[src/rtl/u8v_pkg.sv]
`timescale 1ns / 1ps
`default_nettype none

package u8v_pkg;

  localparam int COUNT_BITS_DEF = 21;
  localparam int BYTE_COUNT_W   = 21;
  localparam int MAX_BYTES_W    = 21;
  localparam int CP_W           = 21;
  localparam int CFG_INDEX_W    = 4;
  localparam int CFG_DATA_W     = 21;

  // configuration register indexes
  localparam logic [CFG_INDEX_W-1:0] CFG_PERMIT_CONTROLS = 4'd0;
  localparam logic [CFG_INDEX_W-1:0] CFG_ALLOW_EMPTY     = 4'd1;
  localparam logic [CFG_INDEX_W-1:0] CFG_MAX_BYTES       = 4'd2;
  localparam logic [CFG_INDEX_W-1:0] CFG_ID_MODE         = 4'd3;

  localparam logic [MAX_BYTES_W-1:0] MAX_BYTES_RST = 21'd512;

  // verdict codes
  localparam logic [3:0] ERR_NONE      = 4'd0;
  localparam logic [3:0] ERR_EMPTY     = 4'd1;
  localparam logic [3:0] ERR_TOO_LONG  = 4'd2;
  localparam logic [3:0] ERR_BAD_LEAD  = 4'd3;
  localparam logic [3:0] ERR_BAD_CONT  = 4'd4;
  localparam logic [3:0] ERR_TRUNCATED = 4'd5;
  localparam logic [3:0] ERR_RANGE     = 4'd6;
  localparam logic [3:0] ERR_CONTROL   = 4'd7;
  localparam logic [3:0] ERR_ID_BYTE   = 4'd8;

  localparam logic [CP_W-1:0] CP_MIN_2     = 21'h80;
  localparam logic [CP_W-1:0] CP_MIN_3     = 21'h800;
  localparam logic [CP_W-1:0] CP_MIN_4     = 21'h10000;
  localparam logic [CP_W-1:0] CP_MAX       = 21'h10ffff;
  localparam logic [CP_W-1:0] CP_SURR_LO   = 21'hd800;
  localparam logic [CP_W-1:0] CP_SURR_HI   = 21'hdfff;
  localparam logic [CP_W-1:0] CP_C1_HI     = 21'h9f;

  typedef struct packed {
    logic [7:0] data_byte;
    logic       last_byte;
    logic       empty_string;
  } in_t;

  typedef struct packed {
    logic                    is_valid;
    logic [3:0]              error_code;
    logic [BYTE_COUNT_W-1:0] byte_count;
  } out_t;

  // multi-byte sequence decode state
  typedef struct packed {
    logic [1:0]      pending;
    logic [1:0]      seq_len;
    logic [CP_W-1:0] acc;
  } seq_t;

endpackage

`default_nettype wire

[src/rtl/utf8_text_validator.sv]
`timescale 1ns / 1ps
`default_nettype none

// Strict UTF-8 string checker, one byte per input transfer.
// Input channel (in_valid/in_stall/in_data): one byte per transfer; last_byte
// closes the string, empty_string marks a transfer with no byte (a zero-length
// string when sent with last_byte).
// Output channel (out_valid/out_stall/out_data): one verdict per string, with
// the error code and a saturating byte count.
// Config channel (cfg_valid/cfg_ready/cfg_index/cfg_data): always ready; write
// only while no string is in progress.
// Throughput: one byte per cycle while no closing transfer is stalled, set by
// the single decode step between the per-string state registers. The verdict
// is captured in the output register by the closing transfer.
// While a verdict waits under out_stall, bytes that do not close a string are
// still taken; a closing transfer is stalled until the verdict is taken.
// Reset clears the per-string state and the output valid, and loads the
// register defaults (controls rejected, empty allowed, 512 bytes, ID mode off).
module utf8_text_validator #(
  parameter int COUNT_BITS = u8v_pkg::COUNT_BITS_DEF
) (
  input  wire logic                              clk,
  input  wire logic                              rst_n,
  input  wire logic                              in_valid,
  output logic                                   in_stall,
  input  wire u8v_pkg::in_t                      in_data,
  output logic                                   out_valid,
  input  wire logic                              out_stall,
  output u8v_pkg::out_t                          out_data,
  input  wire logic                              cfg_valid,
  output logic                                   cfg_ready,
  input  wire logic [u8v_pkg::CFG_INDEX_W-1:0]   cfg_index,
  input  wire logic [u8v_pkg::CFG_DATA_W-1:0]    cfg_data
);

  localparam int CMP_W = (COUNT_BITS > u8v_pkg::BYTE_COUNT_W) ?
                         COUNT_BITS : u8v_pkg::BYTE_COUNT_W;
  localparam logic [COUNT_BITS-1:0] CNT_TOP = {COUNT_BITS{1'b1}};
  localparam logic [CMP_W-1:0] OUT_TOP = CMP_W'({u8v_pkg::BYTE_COUNT_W{1'b1}});

  logic                              permit_controls_r;
  logic                              allow_empty_r;
  logic [u8v_pkg::MAX_BYTES_W-1:0]   max_bytes_r;
  logic                              id_mode_r;

  u8v_pkg::seq_t                     seq_r, seq_nxt, seq_chk;
  logic [COUNT_BITS-1:0]             bytes_seen_r, bytes_seen_nxt, bytes_inc;
  logic [3:0]                        first_error_r, first_error_nxt;
  logic                              too_long_r, too_long_nxt;
  logic [3:0]                        byte_err;

  logic                              out_valid_r;
  u8v_pkg::out_t                     out_data_r, out_data_nxt;
  logic                              in_xfer, out_xfer, has_byte;
  logic [3:0]                        code;
  logic [CMP_W-1:0]                  count_wide;

  assign cfg_ready = 1'b1;
  assign in_stall  = out_valid_r && out_stall && in_data.last_byte;
  assign in_xfer   = in_valid && !in_stall;
  assign out_xfer  = out_valid_r && !out_stall;
  assign out_valid = out_valid_r;
  assign out_data  = out_data_r;
  assign has_byte  = in_xfer && !in_data.empty_string;

  u8v_byte_check u_check (
    .data_byte       (in_data.data_byte),
    .permit_controls (permit_controls_r),
    .id_mode         (id_mode_r),
    .seq_cur         (seq_r),
    .seq_nxt         (seq_chk),
    .err             (byte_err)
  );

  assign bytes_inc = bytes_seen_r + COUNT_BITS'(1);

  always_comb begin
    seq_nxt         = seq_r;
    bytes_seen_nxt  = bytes_seen_r;
    first_error_nxt = first_error_r;
    too_long_nxt    = too_long_r;
    if (has_byte) begin
      if (bytes_seen_r == CNT_TOP) begin
        too_long_nxt = 1'b1;
      end else begin
        bytes_seen_nxt = bytes_inc;
        if (CMP_W'(bytes_inc) > CMP_W'(max_bytes_r)) too_long_nxt = 1'b1;
      end
      // after the first error the rest of the string is only counted
      if (first_error_r == u8v_pkg::ERR_NONE) begin
        first_error_nxt = byte_err;
        seq_nxt         = seq_chk;
      end
    end
  end

  always_comb begin
    if (bytes_seen_nxt == '0 && !allow_empty_r) begin
      code = u8v_pkg::ERR_EMPTY;
    end else if (too_long_nxt) begin
      code = u8v_pkg::ERR_TOO_LONG;
    end else if (first_error_nxt != u8v_pkg::ERR_NONE) begin
      code = first_error_nxt;
    end else if (seq_nxt.pending != 2'd0) begin
      code = u8v_pkg::ERR_TRUNCATED;
    end else begin
      code = u8v_pkg::ERR_NONE;
    end
  end

  assign count_wide = CMP_W'(bytes_seen_nxt);

  always_comb begin
    out_data_nxt.is_valid   = (code == u8v_pkg::ERR_NONE);
    out_data_nxt.error_code = code;
    out_data_nxt.byte_count = (count_wide > OUT_TOP) ?
                              OUT_TOP[u8v_pkg::BYTE_COUNT_W-1:0] :
                              count_wide[u8v_pkg::BYTE_COUNT_W-1:0];
  end

  always_ff @(posedge clk) begin
    if (!rst_n) begin
      permit_controls_r <= 1'b0;
      allow_empty_r     <= 1'b1;
      max_bytes_r       <= u8v_pkg::MAX_BYTES_RST;
      id_mode_r         <= 1'b0;
    end else if (cfg_valid && cfg_ready) begin
      case (cfg_index)
        u8v_pkg::CFG_PERMIT_CONTROLS: permit_controls_r <= cfg_data[0];
        u8v_pkg::CFG_ALLOW_EMPTY:     allow_empty_r     <= cfg_data[0];
        u8v_pkg::CFG_MAX_BYTES:       max_bytes_r       <= cfg_data;
        u8v_pkg::CFG_ID_MODE:         id_mode_r         <= cfg_data[0];
        default: ;
      endcase
    end
  end

  always_ff @(posedge clk) begin
    if (!rst_n) begin
      seq_r         <= '0;
      bytes_seen_r  <= '0;
      first_error_r <= u8v_pkg::ERR_NONE;
      too_long_r    <= 1'b0;
    end else if (in_xfer && in_data.last_byte) begin
      seq_r         <= '0;
      bytes_seen_r  <= '0;
      first_error_r <= u8v_pkg::ERR_NONE;
      too_long_r    <= 1'b0;
    end else begin
      seq_r         <= seq_nxt;
      bytes_seen_r  <= bytes_seen_nxt;
      first_error_r <= first_error_nxt;
      too_long_r    <= too_long_nxt;
    end
  end

  always_ff @(posedge clk) begin
    if (!rst_n) begin
      out_valid_r <= 1'b0;
    end else if (in_xfer && in_data.last_byte) begin
      out_valid_r <= 1'b1;
    end else if (out_xfer) begin
      out_valid_r <= 1'b0;
    end
  end

  always_ff @(posedge clk) begin
    if (in_xfer && in_data.last_byte) begin
      out_data_r <= out_data_nxt;
    end
  end

endmodule

`default_nettype wire

[src/rtl/u8v_byte_check.sv]
`timescale 1ns / 1ps
`default_nettype none

module u8v_byte_check (
  input  wire logic          [7:0] data_byte,
  input  wire logic                permit_controls,
  input  wire logic                id_mode,
  input  wire u8v_pkg::seq_t       seq_cur,
  output u8v_pkg::seq_t            seq_nxt,
  output logic               [3:0] err
);

  logic [u8v_pkg::CP_W-1:0] cp;
  logic [u8v_pkg::CP_W-1:0] cp_min;

  assign cp = {seq_cur.acc[u8v_pkg::CP_W-7:0], data_byte[5:0]};

  always_comb begin
    case (seq_cur.seq_len)
      2'd1:    cp_min = u8v_pkg::CP_MIN_2;
      2'd2:    cp_min = u8v_pkg::CP_MIN_3;
      default: cp_min = u8v_pkg::CP_MIN_4;
    endcase
  end

  always_comb begin
    seq_nxt = seq_cur;
    err     = u8v_pkg::ERR_NONE;
    if (seq_cur.pending == 2'd0) begin
      if (!data_byte[7]) begin
        if (data_byte == 8'h00) begin
          err = u8v_pkg::ERR_CONTROL;
        end else if (!permit_controls && (data_byte < 8'h20 || data_byte == 8'h7f)) begin
          err = u8v_pkg::ERR_CONTROL;
        end else if (id_mode && (data_byte <= 8'h20 || data_byte == 8'h7f)) begin
          err = u8v_pkg::ERR_ID_BYTE;
        end
      end else if (data_byte inside {[8'hc2:8'hdf]}) begin
        seq_nxt.pending = 2'd1;
        seq_nxt.seq_len = 2'd1;
        seq_nxt.acc     = u8v_pkg::CP_W'(data_byte[4:0]);
      end else if (data_byte inside {[8'he0:8'hef]}) begin
        seq_nxt.pending = 2'd2;
        seq_nxt.seq_len = 2'd2;
        seq_nxt.acc     = u8v_pkg::CP_W'(data_byte[3:0]);
      end else if (data_byte inside {[8'hf0:8'hf4]}) begin
        seq_nxt.pending = 2'd3;
        seq_nxt.seq_len = 2'd3;
        seq_nxt.acc     = u8v_pkg::CP_W'(data_byte[2:0]);
      end else begin
        err = u8v_pkg::ERR_BAD_LEAD;
      end
    end else if (data_byte[7:6] != 2'b10) begin
      err = u8v_pkg::ERR_BAD_CONT;
    end else begin
      seq_nxt.acc     = cp;
      seq_nxt.pending = seq_cur.pending - 2'd1;
      // sequence complete: range, overlong and surrogate checks, then C1
      if (seq_cur.pending == 2'd1) begin
        if (cp < cp_min || cp > u8v_pkg::CP_MAX ||
            (cp >= u8v_pkg::CP_SURR_LO && cp <= u8v_pkg::CP_SURR_HI)) begin
          err = u8v_pkg::ERR_RANGE;
        end else if (!permit_controls && cp >= u8v_pkg::CP_MIN_2 &&
                     cp <= u8v_pkg::CP_C1_HI) begin
          err = u8v_pkg::ERR_CONTROL;
        end
      end
    end
  end

endmodule

`default_nettype wire
[config.mk]
export PLATFORM = sky130hd
export DESIGN_NAME = utf8_text_validator
export DESIGN_NICKNAME = d
export VERILOG_FILES = /design/src/rtl/u8v_pkg.sv /design/src/rtl/utf8_text_validator.sv /design/src/rtl/u8v_byte_check.sv
export SDC_FILE = /design/constraint.sdc
export NUM_CORES = 1
export LEC_CHECK = 0
export ABC_AREA = 1
export BUFFER_PORTS_ARGS = -buffer_cell sky130_fd_sc_hd__buf_2
export CORE_ASPECT_RATIO = 2
export CORE_MARGIN = 4
export CORE_UTILIZATION = 45
export CTS_BUF_LIST = sky130_fd_sc_hd__clkbuf_16
export CTS_CLUSTER_SIZE = 10
export DETAILED_ROUTE_END_ITERATION = 10
export RECOVER_POWER = 100
export SETUP_SLACK_MARGIN = 0.4
export SLEW_MARGIN = 20
export SYNTH_ARGS = -nofsm -noshare
export SYNTH_HDL_FRONTEND = slang
export SYNTH_SLANG_ARGS = --single-unit
[constraint.sdc]
create_clock -name clk -period 3.7 [get_ports clk]
set_clock_uncertainty 0.15 [all_clocks]
set_input_delay 0.185 -clock clk [delete_from_list [all_inputs] [get_ports clk]]
set_output_delay 0.185 -clock clk [all_outputs]
set_load 0.02 [all_outputs]
* Word-level counts from Yosys, hierarchy flattened
Index checks and enable logic that the tools add are counted.
** Word-level totals
- Flip-flop bits (word level) :: 102
- Latch bits :: 0
- RAM bits :: 0
- Memory bits (read-only) :: 0
- Input bits :: 40
- Output and inout port bits :: 29
- Logic and storage cells :: 123
- Memories :: 0
** Operators by class
- Add/subtract/negate cells :: 2
- $mul :: 0
- Divide/modulo/power cells :: 0
- Magnitude comparators :: 16
- Equal/unequal tests :: 12
- Shifts and indexed selects :: 0
- Muxes and demuxes :: 37
- Bitwise gates (word level) :: 1
- Reduce and logical (&&, ||, !) cells :: 41
** Operators with widths (count)
- $mux W25 :: 6
- $mux W21 :: 4
- $mux W4 :: 15
- $gt A21 B21 Y1 const B :: 2
- $pmux W17 S2 :: 1
- $ge A8 B8 Y1 const B :: 3
- $le A8 B8 Y1 const B :: 3
- $add A21 B1 Y21 const B :: 1
- $eq A21 B21 Y1 const B :: 1
- $ge A21 B16 Y1 const B :: 1
- $ge A21 B8 Y1 const B :: 1
- $gt A21 B21 Y1 :: 1
- $le A21 B16 Y1 const B :: 1
- $le A21 B8 Y1 const B :: 1
- $logic_not A21 Y1 :: 1
- $lt A21 B17 Y1 :: 1
- $logic_and A1 B1 Y1 :: 15
- $logic_not A4 Y1 :: 3
- $reduce_and A5 Y1 :: 2
- $eq A4 B2 Y1 const B :: 2
- $eq A8 B7 Y1 const B :: 1
- $le A8 B6 Y1 const B :: 1
- $logic_not A8 Y1 :: 1
- $lt A8 B6 Y1 const B :: 1
- other kinds (19) :: 40

* Depth between registers and ports, before layout
- Word-level depth :: 16
- Gate-level depth with buffers :: 25
- Gate-level depth less buffers :: 24

* Hierarchy
From an unflattened synthesis, not the netlist that was laid out.
** Second synthesis, totals
- Cell total of the unflattened synthesis :: 897
- Area, all modules :: 6120.9 um2
** Modules (own cells, without submodules)
- utf8_text_validator :: times used 1, cells an instance 694, area each 5148.7 um2, seq. area each 2302.2 um2
- u8v_byte_check :: times used 1, cells an instance 203, area each 972.2 um2, seq. area each 0.0 um2

* Worst setup path before layout
OpenSTA, ideal clock, no wires.
- Kind :: reg2reg
- Start point :: register bytes_seen_r[0]
- End point :: register out_data_r, in the netlist out_data[25] (data pin)
- Setup time :: 251 ps
- Arrival :: 2662 ps
- Required time :: 3299 ps
- Slack :: 637 ps
- Stages on the path, launching flop included :: 23
- Buffers on the path :: 1
- Clock period less this slack :: 3063 ps
- Cells stage by stage :: dfxtp_1 > ha_1 > buf_4 > nand2_2 > nor2_4 > nand2_2 > nor2_4 > nand3_4 > nand2_1 > inv_1 > ha_1 > nand2_1 > nor2_1 > nor4b_1 > nand3_1 > nand2_1 > nand2_1 > nand2_1 > nand2_1 > inv_1 > nand3_1 > nand2_1 > nor2_1
** RTL lines
- start: declaration :: line utf8_text_validator.sv:47 : logic [COUNT_BITS-1:0] bytes_seen_r, bytes_seen_nxt, bytes_inc;
- start signal: assignment :: line utf8_text_validator.sv:151 : bytes_seen_r <= bytes_seen_nxt;
- end signal: assignment :: line utf8_text_validator.sv:169 : out_data_r <= out_data_nxt;
- end: declaration :: line utf8_text_validator.sv:53 : u8v_pkg::out_t out_data_r, out_data_nxt;

* Worst setup path after layout
- Start point :: register bytes_seen_r[0]
- End point :: register out_data_r, in the netlist out_data[23] (data pin)
** Between the ends
- Cells in the longest elaborated chain, start to end :: 7
** Ends and longest elaborated chain
- $add A21 B1 Y21 :: line utf8_text_validator.sv:75 : assign bytes_inc = bytes_seen_r + COUNT_BITS'(1);
- $gt A21 B21 Y1 :: line utf8_text_validator.sv:87 : if (CMP_W'(bytes_inc) > CMP_W'(max_bytes_r)) too_long_nxt = 1'b1;
- $mux W1 :: line utf8_text_validator.sv:87
- $mux W1 :: line utf8_text_validator.sv:83 : if (bytes_seen_r == CNT_TOP) begin
- $mux W1 :: line utf8_text_validator.sv:82 : if (has_byte) begin
- $mux W4 :: line utf8_text_validator.sv:100 : end else if (too_long_nxt) begin
- $mux W4 * :: line utf8_text_validator.sv:98 : if (bytes_seen_nxt == '0 && !allow_empty_r) begin
- named net code[2] :: line utf8_text_validator.sv:55 : logic [3:0] code;
Mark *: on every way through the listed nets, which the timed path passes. The rest lies on a longest branch.
A chain may end at the register's enable or synchronous reset.

==> qor.txt <==
placed insts -> 962
crit path launch -> bytes_seen_r[0]
Worst-Margin Slew -> 1370 ps
Root Driver -> clkbuf_16
antenna violations before repair -> 0
Hold Crit Start -> cfg_data[15]
combinational power share -> 0.150
Post-Place Cell Area -> 5830 um^2
overall global routing resource usage -> 0.244
final setup margin -> 457 ps
Clk pwr share -> 0.390
FFs w/ async S/R, synth -> 0
final hold slack -> -1.90 ps
first-pass GRT wire length -> 25700 um
RSZ-0062 raised after global routing -> false
largest net degree at the start of global routing -> 45
Max clock buf depth -> 2
Syn Nets -> 832
failing checks -> hold timing
Area Growth Syn to Fin -> 20.0%
Sequential Power Share -> 0.460
post-placement setup slack -> 157 ps
PortBufs -> 67
WP data required -> 3660 ps
Hold Vio Cnt, Final -> 1
depth of the most critical reg-to-reg path -> 22
Filler Cell Count -> 1184
Int Power -> 1.79 mW
routability cong. -> 0.903
Max FO, Critical Path -> 5
routed len/inst -> 16.1 um
Hold Crit Depth -> 3
clock net sink count -> 96
CORE AREA -> 11700 um^2
diodes inserted -> 0
clock buffer count from CTS -> 9
IO Count -> 69
Rel. slew slack -> 0.0856
leakage power -> 3.01 nW
Max-Cap Viols -> 0
fin area -> 6430 um^2
minimum clock period -> 3240 ps
drt pass-1 iters -> 4
Final nets -> 926
HP Class -> input port to register
Synth Register Bits -> 96
maximum ir drop on the vdd rail -> 284 uV
PwrDens -> 390 nW/um^2
Seq/Total Area, Yosys -> 0.407
vias in the first global route -> 5153
worst r2r src -> bytes_seen_r[0]
overall power -> 2.51 mW
cells after synthesis -> 764
status -> complete, but fails checks
Sw Share -> 0.285
layout cells sized above 1 -> 0.122
CP Launch Type -> register
CTS tree -> yes
dpl hpwl -> 12900 um
DRC errors left -> 0
YS warnings -> 0
Post-synth top flop -> dfxtp_1
Netlist cell types -> 37
Post-synth EDFFs -> 26
H-Tree Depth -> 3
Worst Setup Path Type -> register to register
Die W -> 85.2 um
Finished Layout Cells -> 1008
ANT nets after route -> 0
Mean Syn Cell Area -> 7.02 um^2
First DRT Iteration DRCs -> 198
total number of vias -> 5160
CP arrival -> 3210 ps
setup total negative slack -> 0 ps
Max Clock Freq -> 308 MHz
Final Setup Violations -> 0
Starting Density -> 0.458
DIE AREA -> 13800 um^2
vias per cell -> 5.12
max-slew violations -> 0
final wirelength -> 16300 um
switching component of the power -> 0.715 mW
Clk Latency, worst-skew pair -> 350 ps
Site Rows -> 56
CP Capture Type -> register
final critical-path share of the clock period -> 0.877
clock slew at reported path FFs -> 70 ps
Die Y -> 162 um
Mapped Area -> 5360 um^2
global route overflow -> 0
state kept, by name, indices dropped and copies added (netlist names):
| signal | cells |
|---|---|
| first_error_r | 4 |
| permit_controls_r | 1 |
| out_data | 26 |
| too_long_r | 1 |
| max_bytes_r | 21 |
| id_mode_r | 1 |
| out_valid | 1 |
| allow_empty_r | 1 |
| bytes_seen_r | 21 |
| seq_r | 19 |
Yosys cell counts, types with 6 or more instances:
cell | n | share of area
nand2_1 | 191 | 0.13
inv_1 | 121 | 0.085
nor2_1 | 108 | 0.076
dfxtp_1 | 70 | 0.26
nand3_1 | 55 | 0.051
a21oi_1 | 46 | 0.043
o21ai_0 | 40 | 0.037
ha_1 | 28 | 0.065
edfxtp_1 | 26 | 0.15
clkbuf_1 | 13 | 0.0091
nand4_1 | 6 | 0.0070
or2_2 | 6 | 0.0070
xor2_1 | 6 | 0.0098
timing repair:
item	in CTS	in global routing
hold endpoints to repair	24	0
gates resized for setup	4	27
pin swaps	0	6
setup endpoints to repair	5	6
gates cloned	0	0
hold buffers	24	0
buffers inserted	0	6
metal layers:
layer	GRT usage	wire (um)
met5	0	0
met4	0.158	1100
met3	0.0370	478
met2	0.484	9480
met1	0.216	5200
stage by stage:
step	util	hold slack, ps
finish	0.550	-1.90
global route	0.550	33.5
CTS	0.547	1.82
detailed placement	0.498	261
global placement	0.498	257
floorplan	-	165
cell families (layout without fill, tap and decap cells):
family / count (synthesis) / in the layout / share of synthesized area
compound gates: 99 / 99 / 0.0997
flops: 96 / 96 / 0.407
fa+ha+maj: 28 / 28 / 0.0653
xor+xnor: 7 / 7 / 0.0114
other cells: 1 / 1 / 0.000699
simple gates: 392 / 392 / 0.314
buf+inv: 141 / 240 / 0.102
critical path: stages (launching register included):
cell and delay [ps]:
dfxtp_4 380, ha_4 170, nand2_2 70, nor2_4 140, nand2_2 80, nor2_1 260, nand3_4 120, nand2_1 90
inv_1 40, ha_1 290, nand2_1 80, nor2_2 120, nand2_1 80, nor3_1 150, o21ai_0 130, nand3_1 110
nand2_1 60, nand2_1 80, nand2_1 70, nand2_2 100, inv_1 70, nand3_1 100, inv_1 50
layout by cell type (no fill, tap or decap), drive strengths merged, types with 24 or more instances in the layout:
cell         instances
nand2              195
clkbuf              41
a21oi               46
ha                  28
dfxtp               70
edfxtp              26
dlygate4sd3         24
nand3               58
buf                 44
nor2               115
o21ai               45
inv                127
power groups by stage:
stage | clock network, mW | logic [mW] | registers [mW]
floorplan | 0 | 0.216 | 1.19
global placement | 0 | 0.351 | 1.18
detailed placement | 0 | 0.358 | 1.18
CTS | 1.01 | 0.382 | 1.15
global route | 1.05 | 0.421 | 1.16
finish | 0.978 | 0.376 | 1.15
path summary, 6_finish.rpt:
path              slack, ps              end
hold / removal           -2  max_bytes_r[15]
setup / recovery        460     out_data[23]
hold reg to reg         300        id_mode_r
setup reg to reg        460     out_data[23]
final cells by class:
cell class                      count  area [um^2]  share of cell area
Multi-Input combinational cell    527         2670               0.416
Tap cell                          145          181              0.0282
Inverter                          124          468              0.0728
Clock inverter                      7         86.3              0.0134
Timing Repair Buffer              100          596              0.0926
Clock buffer                        9          225              0.0350
Sequential cell                    96         2200               0.342
Note: power is estimated with default switching activity, not from simulation.
